`src/hdl/obcc_pkg.sv`:
```
// types, constants and helpers shared by the oriented box clip classifier
package obcc_pkg;

  localparam int unsigned POS_W      = 32;
  localparam int unsigned SIDE_W     = 31;
  localparam int unsigned COEF_W     = 16;
  localparam int unsigned HALF_W     = 31;
  localparam int unsigned OFF_W      = 32;
  localparam int unsigned ROT_W      = 48;
  localparam int unsigned HXY_W      = 62;
  localparam int unsigned HZV_W      = 33;
  localparam int unsigned VIEW_W     = 2;
  localparam int unsigned FRAC_SHIFT = 14;
  localparam int unsigned NUM_AXES   = 3;
  localparam int unsigned CFG_IDX_W  = 3;
  localparam int unsigned CFG_DATA_W = 64;
  // coefficient times zero-extended side length
  localparam int unsigned SPROD_W    = SIDE_W + 1 + COEF_W;

  typedef enum logic [CFG_IDX_W-1:0] {
    CFG_ROT_X       = 3'd0,
    CFG_ROT_Y       = 3'd1,
    CFG_ROT_Z       = 3'd2,
    CFG_OFF_X       = 3'd3,
    CFG_OFF_Y       = 3'd4,
    CFG_OFF_Z       = 3'd5,
    CFG_HALF_XY     = 3'd6,
    CFG_HALF_Z_VIEW = 3'd7
  } cfg_reg_e;

  typedef enum logic [1:0] {
    REGION_OUTSIDE = 2'd0,
    REGION_PARTIAL = 2'd1,
    REGION_INSIDE  = 2'd2
  } region_e;

  typedef enum logic [1:0] {
    DEC_NO        = 2'd0,
    DEC_PARTIALLY = 2'd1,
    DEC_YES       = 2'd2
  } decision_e;

  typedef enum logic [VIEW_W-1:0] {
    VIEW_INTERIOR = 2'd0,
    VIEW_EXTERIOR = 2'd1,
    VIEW_RAMP     = 2'd2
  } view_e;

  // decoded box configuration as seen by the datapath
  typedef struct packed {
    logic [NUM_AXES-1:0][NUM_AXES-1:0][COEF_W-1:0] coef;
    logic [NUM_AXES-1:0][OFF_W-1:0]                offset;
    logic [NUM_AXES-1:0][HALF_W-1:0]               half;
    logic [VIEW_W-1:0]                             view;
  } cfg_t;

  // per-stage handshake: upstream word present, stage may load
  typedef struct packed {
    logic valid;
    logic load;
  } stage_ctl_t;

  // width of a coordinate after sign extension from the coordinate width
  function automatic int unsigned pos_w(int unsigned cw);
    return (cw > POS_W) ? POS_W + 1 : cw;
  endfunction

  // width of the accumulated local bounds
  function automatic int unsigned sum_w(int unsigned cw);
    int unsigned pw;
    pw = pos_w(cw) + COEF_W;
    return ((pw > SPROD_W) ? pw : SPROD_W) + 3;
  endfunction

  // decision row of the view; unused view code behaves as interior
  function automatic decision_e map_decision(logic [VIEW_W-1:0] view, region_e region);
    decision_e dec;
    case (view)
      VIEW_EXTERIOR: begin
        case (region)
          REGION_INSIDE:  dec = DEC_NO;
          REGION_PARTIAL: dec = DEC_PARTIALLY;
          default:        dec = DEC_YES;
        endcase
      end
      default: begin
        case (region)
          REGION_INSIDE:  dec = DEC_YES;
          REGION_PARTIAL: dec = DEC_PARTIALLY;
          default:        dec = DEC_NO;
        endcase
      end
    endcase
    return dec;
  endfunction

endpackage

```
`src/hdl/obcc_accum.sv`:
```
// second pipeline stage: local coordinate and cube bounds per axis
module obcc_accum #(
  parameter int unsigned COORD_WIDTH = 32
) (
  input  logic                              clk_i,
  input  logic                              rst_ni,
  input  obcc_pkg::stage_ctl_t              ctl_i,
  input  obcc_pkg::cfg_t                    cfg_i,
  input  logic                              mode_i,
  input  logic signed [obcc_pkg::pos_w(COORD_WIDTH)+obcc_pkg::COEF_W-1:0] prod_i [3][3],
  input  logic signed [obcc_pkg::SPROD_W-1:0] sprod_i [3][3],
  output logic                              valid_o,
  output logic                              mode_o,
  output logic signed [obcc_pkg::sum_w(COORD_WIDTH)-1:0] lo_o [3],
  output logic signed [obcc_pkg::sum_w(COORD_WIDTH)-1:0] hi_o [3]
);

  localparam int unsigned PW = obcc_pkg::pos_w(COORD_WIDTH);
  localparam int unsigned SW = obcc_pkg::sum_w(COORD_WIDTH);

  logic signed [PW-1:0] off_s [3];
  logic signed [SW-1:0] base [3];
  logic signed [SW-1:0] up [3];
  logic signed [SW-1:0] dn [3];
  logic signed [SW-1:0] lo_d [3];
  logic signed [SW-1:0] hi_d [3];
  logic signed [SW-1:0] lo_q [3];
  logic signed [SW-1:0] hi_q [3];
  logic                 valid_q;
  logic                 mode_q;

  for (genvar i = 0; i < 3; i++) begin : g_off
    assign off_s[i] = PW'($signed(COORD_WIDTH'(cfg_i.offset[i])));
  end

  // translated centre plus positive and negative side spans
  always_comb begin
    for (int i = 0; i < 3; i++) begin
      base[i] = (SW'(off_s[i]) <<< obcc_pkg::FRAC_SHIFT)
              + SW'(prod_i[i][0]) + SW'(prod_i[i][1]) + SW'(prod_i[i][2]);
      up[i] = '0;
      dn[i] = '0;
      for (int j = 0; j < 3; j++) begin
        if (mode_i) begin
          if (sprod_i[i][j] > 0) begin
            up[i] = up[i] + SW'(sprod_i[i][j]);
          end else begin
            dn[i] = dn[i] + SW'(sprod_i[i][j]);
          end
        end
      end
      hi_d[i] = base[i] + up[i];
      lo_d[i] = base[i] + dn[i];
    end
  end

  // stage valid
  always_ff @(posedge clk_i or negedge rst_ni) begin
    if (!rst_ni) begin
      valid_q <= 1'b0;
    end else if (ctl_i.load) begin
      valid_q <= ctl_i.valid;
    end
  end

  // stage payload
  always_ff @(posedge clk_i) begin
    if (ctl_i.load) begin
      mode_q <= mode_i;
      lo_q   <= lo_d;
      hi_q   <= hi_d;
    end
  end

  assign valid_o = valid_q;
  assign mode_o  = mode_q;
  assign lo_o    = lo_q;
  assign hi_o    = hi_q;

endmodule

```
`config.mk`:
```
export PLATFORM = sky130hd
export DESIGN_NAME = obcc_accum
export DESIGN_NICKNAME = d
export VERILOG_FILES = /design/src/hdl/obcc_pkg.sv /design/src/hdl/obcc_accum.sv
export SDC_FILE = /design/constraint.sdc
export NUM_CORES = 2
export LEC_CHECK = 0
export ABC_CLOCK_PERIOD_IN_PS = 1610
export BUFFER_PORTS_ARGS = -buffer_cell sky130_fd_sc_hd__buf_2
export CORE_AREA = 2 2 592 594
export DETAILED_ROUTE_END_ITERATION = 8
export DIE_AREA = 0 0 594 596
export GPL_TIMING_DRIVEN = 0
export MAX_ROUTING_LAYER = met4
export PLACE_DENSITY = 0.45
export SYNTH_ARGS = -nofsm -noshare
export SYNTH_HDL_FRONTEND = slang
export SYNTH_SLANG_ARGS = --single-unit
```
`constraint.sdc`:
```
create_clock -name clk_i -period 1.61 [get_ports clk_i]
set_input_delay 0.161 -clock clk_i [delete_from_list [all_inputs] [get_ports clk_i]]
set_output_delay 0.161 -clock clk_i [all_outputs]
set_load 0.02 [all_outputs]
```
==> run metrics <==
Synth Area in Adders 24.3%; Sw Share 52.5%; total leakage power 0.0472 µW; Post-Synth Simple-Gate Area 20.0%; Global Route Usage Sum 26.4%; port buffer count 1271; mux share of post-synthesis cell area 0.197%; initial antenna violation count 248; area delta synth->final 34.4%; CTS clock-pin slew for the worst setup and hold paths 60 ps; Reg power frac 12.7%; Comb pwr share 79.7%; CTS Root Cell clkbuf_16; synthesis-stage register bit count 308; EDFF count, synth 307; dpl hpwl 406000 µm; 1st-iter DRT viols 7563; CTS Buffer Depth 3; failing checks negative hold slack, max-capacitance violations, max-slew violations, negative setup slack; Slew HR -6.21%; top cell type's share of synthesized area 17.4%; CP bufs+invs 7; first-pass GRT wire length 651000 µm; Mapped Cells 10100; nets 14400; crit path kind in -> reg; Avg Cell Area, Syn 7.77 µm²; Clock Skew 0 ps; vias 88900; DRT Pass-1 Iters 5; largest net degree at the start of global routing 100; Post-Route WL 475000 µm; largest family of logic cells by synthesized area compound AO/OA/AOI/OAI gates; Pint 68300 µW; design area 106000 µm²; area fraction in compound gates after synthesis 30.9%; hold_buf cts 7; slowest stage delay, CP 610 ps; htree depth 2; CP arrival 9400 ps; worst slew pin tran 1590 ps; gr ovfl total 0; register area 9240 µm²; Routed Antenna Nets 0; gpl congestion 0.995; share of layout cells above drive strength 1 26.8%; Place WS -10310 ps; Max IR drop VDD 783 µV; Tot Pwr 144000 µW; Multi-input gate area 75100 µm²; DRC errors left 0; top_reg_cell synth edfxtp_1; Synth cell types 104; most used cell, CP a21o_1; wire per inst 28.6 µm; Final Hold Fails 2; warnings from Yosys 0; Setup crit end kind flip-flop; min-delay worst type in -> reg; die height 596 µm; unrepaired setup endpoints after global routing true; cell taking the most area after synthesis ha_1; Clock Sinks 308; worst-skew pair later-pin latency 700 ps; row count 217; Initial Util 22.6%; vias per cell 5.34; PD cells 1360 nW/µm²; switching power 75500 µW; vias in the first global route 85700; Setup WS post-layout -7340 ps; cell family contributing the most delay on the critical path compound AO/OA/AOI/OAI gates; Period minus WS final 8950 ps; critical path fanouts, max 5; DP Area 94200 µm²; share of the yosys chip area belonging to registers 11.8%; crit share post-route 556%; achievable clock frequency 112 MHz; final setup vio count 306; CP max stage cell nor4_4; fill count 38000; Max-cap violations 4; Hold Slack -15.6 ps; xor/xnor share of the synthesized area 9.67%; Die Wd 594 µm; Worst setup SP type primary input; # IOs 1512; Final Max Tran Viols 45; largest cells by area after synthesis ha_1, edfxtp_1, a21oi_1; Netlist Area Pre-Place 78600 µm²; Req. time, crit path 2060 ps; CTS buffer count 47; CTS tree yes; die area 354000 µm²; core area 348000 µm²; FFs w/ async S/R, synth 0.325%; clock share of power 7.5%; status finished, violations left
[cell families after synthesis]
group | after synthesis
mux | 15
simple gates | 3200
xor+xnor | 864
other cells | 1
flops | 308
fa+ha+maj | 1365
compound gates | 3689
buf+inv | 665
[cell type report]
type                            count  area share (%)
Multi-Input combinational cell   9136            71.2
Timing Repair Buffer             1695            9.95
Sequential cell                   308            8.76
Tap cell                         4599            5.45
Buffer                            304            1.64
Inverter                          337            1.20
Clock buffer                       57            1.17
Antenna cell                      164           0.389
Clock inverter                     30           0.276
[repair_timing]
item | 4_1_cts | 5_1_grt
hold endpoints to repair | 37 | 2
resized for setup | 892 | 423
setup endpoints to repair | 324 | 315
gates cloned | 5 | 0
setup buffers | 252 | 136
pin swaps | 349 | 268
[per-stage QoR]
| stage | utilization [%] | cells | TNS (ps) |
|---|---|---|---|
| final | 30.4 | 16600 | -1707880 |
| after floorplan | - | 10100 | -1397850 |
| after detailed placement | 27.1 | 16000 | -2331270 |
| after global routing | 30.3 | 16600 | -1770240 |
| after CTS | 29.4 | 16300 | -1634350 |
| after global placement | 26.9 | 16000 | -5222990 |
[placed cells by master (no fill, tap or decap), types with 259 or more instances in the layout]
cell type  Yosys  layout
a21oi_1     1115     849
and2_1       299     266
inv_1        337     328
fa_1         270     259
o21ai_0      533     351
a21o_1       670     667
ha_1        1095     907
nand2_1      811     784
edfxtp_1     307     307
xnor2_1      564     523
buf_2          2    1218
nor2_1       820     734
buf_4          0     383
xor2_1       298     286
[worst register-to-register path, delay by kind of cell, from the launching register on]
kind / cells / cell delay, ps
muxes: 1 / 250
buffers and inverters: 1 / 550
DFF: 1 / 380
[worst paths after layout]
check	start	to	slack, ps	cells past startpoint
worst max-delay path	sprod_i[99]	lo_o[50]	-7340	51
worst min register to register	valid_o	valid_o	1050	2
worst min-delay path	prod_i[240]	lo_o[51]	-20	3
worst max register to register	valid_o	valid_o	310	2
min in group asynchronous	rst_ni	valid_o	290	3
max in group asynchronous	rst_ni	valid_o	1220	3
[sequential cells by signal (all words and copies together), names as in the netlist]
name	flops
valid_o	1
hi_o	153
lo_o	153
mode_o	1
[power by group through the flow]
stage                     Combinational, µW  Clock [µW]  Sequential, µW
after floorplan                       64300           0           22900
after global placement               102000           0           18600
after detailed placement             101000           0           18400
after CTS                            110000       11400           18400
after global routing                 124000       11500           18700
final                                115000       10900           18300
[routing by layer]
layer	vias up	track usage, %	wire (µm)	share of wire, %
met2	3624	40.6	209000	44
met4	0	12.7	26800	5.6
met1	43000	32.3	198000	42
li1	41500	-	-	-
met5	-	-	0	0
met3	778	6.33	41200	8.7
[cell usage after synthesis (27+ instances only)]
| cell type | n |
|---|---|
| a211o_1 | 33 |
| a211oi_1 | 100 |
| a21boi_0 | 30 |
| a21o_1 | 670 |
| a21oi_1 | 1115 |
| a221oi_1 | 30 |
| a22o_1 | 40 |
| a22oi_1 | 108 |
| a2bb2oi_1 | 56 |
| a31oi_1 | 111 |
| and2_1 | 299 |
| and3_1 | 162 |
| and4_1 | 27 |
| buf_1 | 29 |
| clkbuf_1 | 297 |
| edfxtp_1 | 307 |
| fa_1 | 270 |
| ha_1 | 1095 |
| inv_1 | 337 |
| nand2_1 | 811 |
| nand2b_1 | 148 |
| nand3_1 | 213 |
| nand4_1 | 132 |
| nor2_1 | 820 |
| nor2b_1 | 125 |
| nor3_1 | 155 |
| nor4_1 | 134 |
| o211ai_1 | 64 |
| o21a_1 | 135 |
| o21ai_0 | 533 |
| o21ai_1 | 44 |
| o21bai_1 | 171 |
| o31a_1 | 33 |
| o31ai_1 | 60 |
| or2_2 | 28 |
| or3_1 | 59 |
| xnor2_1 | 564 |
| xor2_1 | 298 |
(Power assumes the default switching activity.)
