`config.mk`:
```
export PLATFORM = sky130hd
export DESIGN_NAME = obcc_classify
export DESIGN_NICKNAME = d
export VERILOG_FILES = /design/src/hdl/obcc_pkg.sv /design/src/hdl/obcc_classify.sv
export SDC_FILE = /design/constraint.sdc
export NUM_CORES = 1
export LEC_CHECK = 0
export BUFFER_PORTS_ARGS = -buffer_cell sky130_fd_sc_hd__buf_2
export CAP_MARGIN = 10
export CORE_AREA = 5 5 251 253
export CTS_BUF_LIST = sky130_fd_sc_hd__clkbuf_16
export DETAILED_ROUTE_END_ITERATION = 10
export DIE_AREA = 0 0 256 258
export PLACE_DENSITY = 0.53
export SLEW_MARGIN = 15
export SYNTH_ARGS = -nofsm -noshare
export SYNTH_HDL_FRONTEND = slang
export SYNTH_SLANG_ARGS = --single-unit
```
`constraint.sdc`:
```
create_clock -name clk_i -period 0.9 [get_ports clk_i]
set_clock_uncertainty 0.1 [all_clocks]
set_input_delay 0.09 -clock clk_i [delete_from_list [all_inputs] [get_ports clk_i]]
set_output_delay 0.09 -clock clk_i [all_outputs]
set_load 0.05 [all_outputs]
```
`src/hdl/obcc_pkg.sv`:
```
// types, constants and helpers shared by the oriented box clip classifier
package obcc_pkg;

  localparam int unsigned POS_W      = 32;
  localparam int unsigned SIDE_W     = 31;
  localparam int unsigned COEF_W     = 16;
  localparam int unsigned HALF_W     = 31;
  localparam int unsigned OFF_W      = 32;
  localparam int unsigned ROT_W      = 48;
  localparam int unsigned HXY_W      = 62;
  localparam int unsigned HZV_W      = 33;
  localparam int unsigned VIEW_W     = 2;
  localparam int unsigned FRAC_SHIFT = 14;
  localparam int unsigned NUM_AXES   = 3;
  localparam int unsigned CFG_IDX_W  = 3;
  localparam int unsigned CFG_DATA_W = 64;
  // coefficient times zero-extended side length
  localparam int unsigned SPROD_W    = SIDE_W + 1 + COEF_W;

  typedef enum logic [CFG_IDX_W-1:0] {
    CFG_ROT_X       = 3'd0,
    CFG_ROT_Y       = 3'd1,
    CFG_ROT_Z       = 3'd2,
    CFG_OFF_X       = 3'd3,
    CFG_OFF_Y       = 3'd4,
    CFG_OFF_Z       = 3'd5,
    CFG_HALF_XY     = 3'd6,
    CFG_HALF_Z_VIEW = 3'd7
  } cfg_reg_e;

  typedef enum logic [1:0] {
    REGION_OUTSIDE = 2'd0,
    REGION_PARTIAL = 2'd1,
    REGION_INSIDE  = 2'd2
  } region_e;

  typedef enum logic [1:0] {
    DEC_NO        = 2'd0,
    DEC_PARTIALLY = 2'd1,
    DEC_YES       = 2'd2
  } decision_e;

  typedef enum logic [VIEW_W-1:0] {
    VIEW_INTERIOR = 2'd0,
    VIEW_EXTERIOR = 2'd1,
    VIEW_RAMP     = 2'd2
  } view_e;

  // decoded box configuration as seen by the datapath
  typedef struct packed {
    logic [NUM_AXES-1:0][NUM_AXES-1:0][COEF_W-1:0] coef;
    logic [NUM_AXES-1:0][OFF_W-1:0]                offset;
    logic [NUM_AXES-1:0][HALF_W-1:0]               half;
    logic [VIEW_W-1:0]                             view;
  } cfg_t;

  // per-stage handshake: upstream word present, stage may load
  typedef struct packed {
    logic valid;
    logic load;
  } stage_ctl_t;

  // width of a coordinate after sign extension from the coordinate width
  function automatic int unsigned pos_w(int unsigned cw);
    return (cw > POS_W) ? POS_W + 1 : cw;
  endfunction

  // width of the accumulated local bounds
  function automatic int unsigned sum_w(int unsigned cw);
    int unsigned pw;
    pw = pos_w(cw) + COEF_W;
    return ((pw > SPROD_W) ? pw : SPROD_W) + 3;
  endfunction

  // decision row of the view; unused view code behaves as interior
  function automatic decision_e map_decision(logic [VIEW_W-1:0] view, region_e region);
    decision_e dec;
    case (view)
      VIEW_EXTERIOR: begin
        case (region)
          REGION_INSIDE:  dec = DEC_NO;
          REGION_PARTIAL: dec = DEC_PARTIALLY;
          default:        dec = DEC_YES;
        endcase
      end
      default: begin
        case (region)
          REGION_INSIDE:  dec = DEC_YES;
          REGION_PARTIAL: dec = DEC_PARTIALLY;
          default:        dec = DEC_NO;
        endcase
      end
    endcase
    return dec;
  endfunction

endpackage

```
`src/hdl/obcc_classify.sv`:
```
// third pipeline stage: bound compare, region and view decision, output register
module obcc_classify #(
  parameter int unsigned COORD_WIDTH = 32
) (
  input  logic                              clk_i,
  input  logic                              rst_ni,
  input  obcc_pkg::stage_ctl_t              ctl_i,
  input  obcc_pkg::cfg_t                    cfg_i,
  input  logic                              mode_i,
  input  logic signed [obcc_pkg::sum_w(COORD_WIDTH)-1:0] lo_i [3],
  input  logic signed [obcc_pkg::sum_w(COORD_WIDTH)-1:0] hi_i [3],
  output logic                              valid_o,
  output obcc_pkg::region_e                 region_o,
  output obcc_pkg::decision_e               decision_o
);

  localparam int unsigned SW = obcc_pkg::sum_w(COORD_WIDTH);

  logic signed [SW-1:0]  h [3];
  logic [2:0]            fits;
  logic [2:0]            beyond;
  obcc_pkg::region_e     region_d;
  obcc_pkg::decision_e   decision_d;
  logic                  valid_q;
  logic                  mode_q;
  obcc_pkg::region_e     region_q;
  obcc_pkg::decision_e   decision_q;

  // half extents scaled to the product format, compared on both faces
  always_comb begin
    for (int i = 0; i < 3; i++) begin
      h[i]      = $signed(SW'({cfg_i.half[i], {obcc_pkg::FRAC_SHIFT{1'b0}}}));
      fits[i]   = (lo_i[i] >= -h[i]) && (hi_i[i] <= h[i]);
      beyond[i] = (lo_i[i] > h[i]) || (hi_i[i] < -h[i]);
    end
  end

  // region, then the view's decision row
  always_comb begin
    if (&fits) begin
      region_d = obcc_pkg::REGION_INSIDE;
    end else if ((|beyond) || !mode_i) begin
      region_d = obcc_pkg::REGION_OUTSIDE;
    end else begin
      region_d = obcc_pkg::REGION_PARTIAL;
    end
    decision_d = obcc_pkg::map_decision(cfg_i.view, region_d);
  end

  // output word valid
  always_ff @(posedge clk_i or negedge rst_ni) begin
    if (!rst_ni) begin
      valid_q <= 1'b0;
    end else if (ctl_i.load) begin
      valid_q <= ctl_i.valid;
    end
  end

  // output word payload
  always_ff @(posedge clk_i) begin
    if (ctl_i.load) begin
      mode_q     <= mode_i;
      region_q   <= region_d;
      decision_q <= decision_d;
    end
  end

  assign valid_o    = valid_q;
  assign region_o   = region_q;
  assign decision_o = decision_q;

  // a point has no extent, so it is never partial
  a_point_not_partial: assert property (@(posedge clk_i) disable iff (!rst_ni)
    valid_q && !mode_q |-> region_q != obcc_pkg::REGION_PARTIAL)
    else $error("point classified as partial");

  // interior, ramp and unused views pass the region through
  a_view_direct: assert property (@(posedge clk_i) disable iff (!rst_ni)
    valid_q && (cfg_i.view != obcc_pkg::VIEW_EXTERIOR) |->
      2'(decision_q) == 2'(region_q))
    else $error("decision differs from region for direct view");

  // exterior view mirrors the region
  a_view_mirror: assert property (@(posedge clk_i) disable iff (!rst_ni)
    valid_q && (cfg_i.view == obcc_pkg::VIEW_EXTERIOR) |->
      2'(decision_q) == 2'(2'd2 - 2'(region_q)))
    else $error("decision not mirrored for exterior view");

endmodule
```
==> out/qor.tcl <==
set qor(run_status) {complete, but fails checks}
set qor(violated_checks) {negative hold slack, negative setup slack}
set qor(worst-path-max-fanout) 4
set qor(max_slew.worst_pin.slew_ns) 0.976
set qor(first_pass_grt_wire_length_um) 86300
set qor(antenna_found_initial) 31
set qor(die-width_um) 256
set qor(power.leakage_uw) 0.0104
set qor(floorplan.initialDensity_pct) 19.0
set qor(timing.max_slew.rel_slack_pct) 34.8
set qor(holdCritPathClass) {in2reg}
set qor(layout.cells.non_filler) 3321
set qor(core_area_um2) 60800
set qor(ys_top_cells_by_area) {ha_1 (44%), xnor2_1 (5.8%), a21oi_1 (4.9%)}
set qor(synthesis_warnings) 0
set qor(synth_cells) 1476
set qor(postSynthAreaPerCell_um2) 7.81
set qor(yosys-mux-area-fraction_pct) 0.358
set qor(estimated_wirelength_of_the_detail_placed_design_um) 54900
set qor(min_delay_worst_endpoint) {valid_o}
set qor(crit_type) {in2reg}
set qor(grt_util_all_layers_pct) 16.6
set qor(crit_path_cell_trace) {buf_6 -> or3_4 -> or4_4 -> nor3_4 -> and3_4 -> nand3_4 -> nor3_4 -> nand2_2 -> o31ai_4 -> nand2_2 -> ha_4 -> nand4_1 -> nor4_4 -> o2111ai_2 -> nand2_1 -> a211oi_2 -> mux2i_1 -> or4_4 -> or2_4 -> nor3b_2}
set qor(utilization_pct) 32.5
set qor(post_synth_and_or_nand_nor_area_fraction_pct) 24.4
set qor(hold_violations) 1
set qor(hold-worst-slack_ns) -0.0120
set qor(cts-root-buf) {clkbuf_16}
set qor(clock_tree.htree_level_count) 1
set qor(clkLatencyLatePin_ns) 0.23
set qor(hold_fix_buffers_at_cts) 1
set qor(arrival_ns) 4.44
set qor(rows) 91
set qor(vdd_ir_drop_max_uv) 404
set qor(total_length_of_routed_wires_um) 58400
set qor(clock_sinks) 4
set qor(mappedNetlistArea_um2) 11500
set qor(synthDistinctLibCells) 85
set qor(grt_pass1_vias) 15311
set qor(wire_per_inst_um) 17.6
set qor(tritoncts) {built}
set qor(dp_slack_ns) -4.16
set qor(fin_setup_tns_ns) -11.43
set qor(maxCapViolCount) 0
set qor(yosys_register_bits) 4
set qor(worst-endpoint-required_ns) 0.78
set qor(rsz0062_at_grt) {yes}
set qor(via_count) 15246
set qor(cell_taking_the_most_area_after_synthesis) {ha_1}
set qor(max-clock-path-buffers) 2
set qor(nNetsFinal) 3578
set qor(crit_path_top_delay_cell) {or4_4}
set qor(number_of_buffers_inserted_during_clock_tree_synthesis) 3
set qor(largest_net_degree_at_the_start_of_global_routing) 10
set qor(fraction_of_layout_instances_using_a_drive_strength_above_1_pct) 44.6
set qor(finalCritPeriodShare_pct) 507
set qor(gpl.final_weighted_congestion) 0.971
set qor(timing.hold.worst_path_depth) 2
set qor(period_minus_slack_ns) 4.56
set qor(slowest_delay_ns) 0.45
set qor(antenna_left) 0
set qor(cts.reportedPaths.clkPinSlew_ns) 0.04
set qor(timing.reg2reg.worst_path_depth) 1
set qor(synth_fp_nets) 2527
set qor(yosys.cell_count.top_type) {ha_1}
set qor(setup_violations) 8
set qor(post_synth_edffs) 3
set qor(post-route-worst-setup-slack_ns) -3.66
set qor(rr_endpoint) {valid_o}
set qor(crit_path_end_kind) {register}
set qor(synth_top_area_share_pct) 44.0
set qor(detail_route.drc_violations) 0
set qor(vias_per_cell) 4.59
set qor(yosysSeqAreaShare_pct) 0.998
set qor(reg2reg_setup_slack_ns) 0.03
set qor(io_buffer_count) 410
set qor(synth-xor-area-share_pct) 6.00
set qor(power.density_cell_area_nw_per_um2) 464
set qor(numPlacedInstances) 3299
set qor(adder_cell_area_share_of_the_yosys_netlist_pct) 44.1
set qor(die_height_um) 258
set qor(floorplan.io_pins) 651
set qor(drtPass1Iterations) 4
set qor(r2r_start) {valid_o}
set qor(grt_overflow_total) 0
set qor(synth.cells.most_frequent) {ha_1 (405), inv_1 (118), a21oi_1 (112)}
set qor(main_combinational_cell_family_by_area_after_synthesis) {adder cells}
set qor(clock.fmax_ghz) 0.219
set qor(post_synthesis_compound_gate_area_fraction_pct) 20.1
set qor(worstSetupStartpointType) {primary input}
set qor(drt-initial-drc-count) 640
set qor(synthArstFlopShare_pct) 25.0
set qor(synth-main-ff-cell) {edfxtp_1}
set qor(report.final.slew_viol_count) 0
set qor(worst_hold_startpoint) {ctl_i[1]}
set qor(syn2layout_area_growth_pct) 71.6
set qor(design.die.area_um2) 66000
## what timing repair did
| action | in CTS | in global routing |
|---|---|---|
| buffers inserted | 8 | 4 |
| pin swaps | 12 | 8 |
| resized for setup | 34 | 14 |
| endpoints found under the setup margin | 8 | 8 |
| endpoints found under the hold margin | 2 | 1 |
## sequential cells by signal, indices dropped and copies added, names as in the netlist
register / cells
decision_o: 2
region_o: 1
valid_o: 1
## layout by cell type, fill, tap and decap left out, drive strengths merged, types with 4 or more instances in the layout
cell and n:
a2111oi 9, a211o 7, a211oi 29, a21o 33, a21oi 112, a221oi 5
a31o 4, a31oi 7, and3 17, and4 10, buf 1052, diode 5
ha 405, inv 119, nand2 87, nand2b 11, nand3 68, nand4 68
nor2 72, nor2b 8, nor3 50, nor4 60, nor4b 4, nor4bb 4
o211ai 16, o21a 12, o21ai 67, o22ai 8, o31ai 5, o41ai 5
or2 6, or3 9, or4 14, xnor2 76
## worst max-delay path, delay by kind of cell
family / cells / cell delay (ns)
AO/OA/AOI/OAI: 3 / 0.41
adder cells (fa/ha/maj): 1 / 0.29
buffers and inverters: 1 / 0.10
multiplexers: 1 / 0.15
AND/OR/NAND/NOR: 14 / 3.39
## report_power, final
group	total, uW	internal (uW)	switching [uW]	leakage, uW
combinational	8200	4270	3920	0.0103
clock	751	578	173	0.0000423
sequential	227	215	12.1	0.0000393
## cells by family (layout without fill, tap and decap cells)
family | count (synthesis) | after routing
mux | 4 | 4
buf+inv | 125 | 1175
compound gates | 356 | 356
flops | 4 | 4
simple gates | 502 | 502
xor+xnor | 79 | 79
other cells | 0 | 5
fa+ha+maj | 406 | 406
## metal layers
layer	global-route usage [%]	part of all wire (%)
met4	2.34	1.8
met2	27.4	44
met3	6.05	9.9
met5	0	0.44
met1	21.2	44
## final cells by class
cell class                 instances  area [um^2]
tap                              790          988
multi-input combinational       1347        11200
sequential                         4          116
fill                            6633        41000
inverter                         118          445
timing repair buffer            1053         6940
clock inverter                     1         3.75
antenna                            5         12.5
clock buffer                       3         75.1
## metrics by stage
stage | hold WS (ns) | area (um^2) | total power (uW)
2_1_floorplan | -0.306 | 11600 | 3600
3_3_place_gp | -0.236 | 19400 | 8270
3_5_place_dp | -0.234 | 19400 | 8280
4_1_cts | -0.0157 | 19700 | 9200
5_1_grt | -0.0109 | 19800 | 10200
6_report | -0.0120 | 19800 | 9180
## worst max path at each step
stage | start | end | cells after the start
2_1_floorplan | cfg_i[66] | decision_o[0] | 19
3_3_place_gp | cfg_i[2] | decision_o[0] | 22
3_5_place_dp | cfg_i[2] | decision_o[0] | 22
4_1_cts | cfg_i[66] | decision_o[0] | 18
5_1_grt | cfg_i[66] | decision_o[0] | 20
6_report | cfg_i[66] | decision_o[0] | 20
(Power assumes the default switching activity.)
